File: src/hw/rtl/pef_pkg.sv
// ----------------------------------------------------------------------------
// pef_pkg
// Shared types and constants for the presence edge event FIFO: request
// codes, the stored event layout and the controller/datapath signal groups.
// ----------------------------------------------------------------------------
package pef_pkg;

  // Request codes carried on the action port.
  typedef enum logic [2:0] {
    ACT_SAMPLE  = 3'd0,
    ACT_POP     = 3'd1,
    ACT_DLV_OK  = 3'd2,
    ACT_DLV_BAD = 3'd3,
    ACT_CLEAR   = 3'd4
  } action_t;

  // Threshold value after reset, in cm.
  localparam logic [15:0] THRESHOLD_RESET = 16'd150;

  // Number of events the queue holds, and the index and level widths.
  localparam int QUEUE_DEPTH = 64;
  localparam int IDX_W       = $clog2(QUEUE_DEPTH);
  localparam int LVL_W       = $clog2(QUEUE_DEPTH + 1);

  // Event descriptor fields kept in the store next to the time stamp.
  typedef struct packed {
    logic [15:0] distance;
    logic [31:0] seq_num;
    logic        dropped;
    logic        asserted;
  } info_t;

  // One store entry.
  typedef struct packed {
    logic [63:0] stamp;
    info_t       info;
  } entry_t;

  // Commands from the controller to the datapath.
  typedef struct packed {
    logic capture;
    logic sample;
    logic pop;
    logic dlv_ok;
    logic dlv_bad;
    logic clear;
    logic respond;
  } cmd_t;

  // Status from the datapath to the controller.
  typedef struct packed {
    action_t action;
  } status_t;

endpackage

File: src/hw/rtl/pef_ctrl.sv
// ----------------------------------------------------------------------------
// pef_ctrl
// Request sequencer: takes a request, issues one execute step to the
// datapath and then strobes the result for one cycle.
// ----------------------------------------------------------------------------
module pef_ctrl (
  input  logic             clk,
  input  logic             rst,
  input  logic             start,
  input  pef_pkg::status_t status,
  output pef_pkg::cmd_t    cmd,
  output logic             busy,
  output logic             done
);

  typedef enum logic [1:0] {
    ST_IDLE,
    ST_EXEC,
    ST_RESP
  } state_t;

  state_t state;

  // State register.
  always_ff @(posedge clk) begin
    if (rst) begin
      state <= ST_IDLE;
    end else begin
      case (state)
        ST_IDLE: begin
          if (start) begin
            state <= ST_EXEC;
          end
        end
        ST_EXEC: begin
          state <= ST_RESP;
        end
        ST_RESP: begin
          state <= ST_IDLE;
        end
        default: begin
          state <= ST_IDLE;
        end
      endcase
    end
  end

  // Decode the latched request into at most one datapath operation.
  always_comb begin
    cmd         = '0;
    cmd.capture = (state == ST_IDLE) && start;
    cmd.respond = (state == ST_RESP);
    if (state == ST_EXEC) begin
      case (status.action)
        pef_pkg::ACT_SAMPLE:  cmd.sample  = 1'b1;
        pef_pkg::ACT_POP:     cmd.pop     = 1'b1;
        pef_pkg::ACT_DLV_OK:  cmd.dlv_ok  = 1'b1;
        pef_pkg::ACT_DLV_BAD: cmd.dlv_bad = 1'b1;
        pef_pkg::ACT_CLEAR:   cmd.clear   = 1'b1;
        default:              cmd.clear   = 1'b0;
      endcase
    end
  end

  assign busy = (state != ST_IDLE);
  assign done = (state == ST_RESP);

  // An accepted request always leads to a result, through the execute state and then the result state.
  a_accept_done: assert property (@(posedge clk) disable iff (rst)
    start && !busy |=> ##1 done)
    else $error("accepted request did not produce a result");

  // Only one datapath operation is issued per request.
  a_one_op: assert property (@(posedge clk) disable iff (rst)
    $countones({cmd.sample, cmd.pop, cmd.dlv_ok, cmd.dlv_bad, cmd.clear}) <= 1)
    else $error("more than one operation issued");

  // The result strobe never follows itself.
  a_done_pulse: assert property (@(posedge clk) disable iff (rst)
    done |=> !done && !busy)
    else $error("result strobe longer than one cycle");

endmodule

File: config.mk
export PLATFORM = sky130hd
export DESIGN_NAME = pef_ctrl
export DESIGN_NICKNAME = d
export VERILOG_FILES = /design/src/hw/rtl/pef_pkg.sv /design/src/hw/rtl/pef_ctrl.sv
export SDC_FILE = /design/constraint.sdc
export NUM_CORES = 1
export LEC_CHECK = 0
export ABC_CLOCK_PERIOD_IN_PS = 1050
export BUFFER_PORTS_ARGS = -buffer_cell sky130_fd_sc_hd__buf_2
export CELL_PAD_IN_SITES_DETAIL_PLACEMENT = 0
export CELL_PAD_IN_SITES_GLOBAL_PLACEMENT = 1
export CORE_AREA = 2 2 39 41
export CTS_CLUSTER_DIAMETER = 30
export DETAILED_ROUTE_END_ITERATION = 10
export DIE_AREA = 0 0 41 43
export PLACE_DENSITY = 0.5
export SLEW_MARGIN = 20
export SYNTH_ARGS = -nofsm -noshare
export SYNTH_HDL_FRONTEND = slang
export SYNTH_SLANG_ARGS = --single-unit
File: constraint.sdc
create_clock -name clk -period 1.05 [get_ports clk]
set_input_delay 0.21 -clock clk [delete_from_list [all_inputs] [get_ports clk]]
set_output_delay 0.21 -clock clk [all_outputs]
set_load 0.05 [all_outputs]
==> flow_summary.toml <==
[global_routing]
first_global_vias = 231
grt_start_max_net_pins = 7
antenna_violations_before_repair = 0
groute.usage.overall_pct = 8.22
first_pass_grt_wire_length_um = 924
grt_busiest_layer = "met2"
grtUsageMet1_pct = 9.90
use_met3_pct = 3.14
globalRouteOverflowTotal = 0
grt.met2_usage_pct = 10.3

[sta]
totalNegativeSetupSlack_ps = -2770
final-hold-violation-count = 0
finalCritPeriodShare_pct = 134
fin_crit_ps = 1400
worst_slack_ps = -352
grt_setup_unrepaired = "yes"
setup-violations-final = 9
fin_skew_ps = 1.51
worst_slew_pin_slew_ps = 213
finalMaxSlewViolations = 0
maximum_operating_frequency_mhz = 713
max-slew-margin-rel_pct = 85.7

[worst_setup_path]
kind_of_cell_with_the_highest_combined_delay_on_the_critical_path = "simple AND/OR/NAND/NOR gates"
worstSetupEndpointType = "primary output"
crit_path_cell_trace = "nand2b_4 -> and4bb_4 -> buf_8"
arrival_ps = 1190
critPathBufInv = 1
critical_path.max_stage_delay_ps = 320
worst_ep_required_time_ps = 840
critical_path.slowest_cell = "sky130_fd_sc_hd__and4bb_4"
worstSetupStartpointType = "register"
critPathMaxFanout = 6
criticalPathCategory = "register to primary output"

[placed_design]
place.gp.congestion = 0.656
place_inst = 45
portBuffers = 14
dpl_ws_ps = -208

[power_and_ir_drop]
worst_ir_drop_vdd_mv = 0.354
power_density_mw_per_mm2 = 981
p_leak_nw = 0.185

[cells_and_area]
largest_register = "state"
fin_nets = 42
area_growth_pct = 193
layoutNonFillerInstCount = 50
final_core_utilization_pct = 30.7
n_antenna_cell = 0
final_layout_size_suffix_gt1_share_pct = 94.1
layout.filler_cells = 150
layout_top_registers = "state x2"
largest_reg_flops = 2

[floorplan]
die_h_um = 43
row_count = 14
die_area_mm2 = 0.00176
die_width_um = 41
placeableCoreArea_mm2 = 0.00138
pin_count = 15
initial_utilization_pct = 10.5

[clocking]
clock_latency_ps = 220
htree_levels = 1
clkSlewWorstSetupHoldPaths_ps = 30
clkSinkCount = 2
cts_tree = "done"
clock_buffer_count_from_cts = 3
ctsRootBufferMaster = "sky130_fd_sc_hd__clkbuf_4"
clock_tree.buffer_depth = 2
cts_hold_buf = 0

[outcome]
violations = "setup timing"
status = "finished with violations"

[route]
postRouteAntennaNets = 0
average_detailed_routed_wire_length_per_instance_um = 11.2
postRouteWirelength_um = 560
dr_total_vias = 202
drt_first_pass_iters = 1
drcViolationCount = 0
initialDrtViolationCount = 0
avgViaCountPerCell = 4.04

[yosys]
synth_area_um2 = 145
synth.top_cell.area_share_pct = 27.6
syn-num-nets = 20
synth_cell_types = 12
synth_seq_area_share_pct = 27.6
synth_seq_cells = 2
ys.warnings.count = 0
ys.flop_type = "sky130_fd_sc_hd__dfxtp_1"
synthArstFlopShare_pct = 0
syn_avg_cell_area_um2 = 10.4
yosys-top-cells-count = "sky130_fd_sc_hd__dfxtp_1 (2), sky130_fd_sc_hd__nor4b_1 (2)"
synth_edf_count = 0
synth_area_leader_cell = "sky130_fd_sc_hd__dfxtp_1"
post_synth_main_area_contributors = "sky130_fd_sc_hd__dfxtp_1 (28%), sky130_fd_sc_hd__nor4b_1 (12%), sky130_fd_sc_hd__nor4b_2 (10%)"
post_synth_inst_count = 14

[job]
max_cap_viols = 0

[hold_path]
min_path_type = "input port to register"
through the flow:
step	power [mW]	area, um^2	hold slack [ps]
floorplan	0.167	210	274
global placement	0.206	308	388
detailed placement	0.210	308	380
CTS	0.422	407	150
global route	0.451	425	147
finish	0.417	425	156
cells by family after synthesis:
| family | synth area share (%) |
|---|---|
| AND/OR/NAND/NOR | 67.2 |
| flip-flops | 27.6 |
| buffers and inverters | 5.17 |
worst paths after layout:
check | startpoint | endpoint | slack (ps) | cells past startpoint
max | state[1] | cmd[2] | -350 | 3
min | rst | state[1] | 160 | 2
max reg2reg | state[1] | state[0] | 70 | 4
min reg2reg | state[0] | state[1] | 660 | 3
placed cells by master (no fill, tap or decap):
cell type | Yosys | routed
sky130_fd_sc_hd__dfxtp_2 | 0 | 2
sky130_fd_sc_hd__clkbuf_4 | 0 | 3
sky130_fd_sc_hd__nor3b_4 | 0 | 1
sky130_fd_sc_hd__buf_8 | 0 | 2
sky130_fd_sc_hd__nor2_1 | 1 | 1
sky130_fd_sc_hd__nor4b_4 | 0 | 3
sky130_fd_sc_hd__nor4_4 | 0 | 1
sky130_fd_sc_hd__buf_2 | 0 | 5
sky130_fd_sc_hd__buf_6 | 0 | 9
sky130_fd_sc_hd__and4bb_4 | 0 | 1
sky130_fd_sc_hd__nand2b_4 | 1 | 1
sky130_fd_sc_hd__or2_4 | 0 | 1
sky130_fd_sc_hd__and2b_2 | 1 | 1
sky130_fd_sc_hd__buf_4 | 1 | 2
sky130_fd_sc_hd__nor2b_1 | 1 | 1
area by class of cell:
cell class / instances / area [um^2] / area share (%)
Sequential cell: 2 / 42.5 / 10.0
Timing Repair Buffer: 18 / 171 / 40.3
Multi-Input combinational cell: 11 / 169 / 39.7
Clock buffer: 3 / 22.5 / 5.29
Tap cell: 16 / 20.0 / 4.71
timing repair:
action	in CTS	in global routing
pin swaps	2	2
gates resized for setup	23	1
setup endpoints to repair	9	9
buffers inserted	0	2
power breakdown:
group          total (mW)  internal [mW]  leakage (nW)  switching (mW)
logic               0.160         0.0704         0.154          0.0898
registers          0.0852         0.0815        0.0172         0.00371
clock network       0.172          0.126        0.0138          0.0457
metal layers:
metal,share of wire [%],up-vias
met2,47,15
met4,0,0
met5,0,-
met3,12,0
li1,-,95
met1,41,92
(Power assumes the default switching activity.)
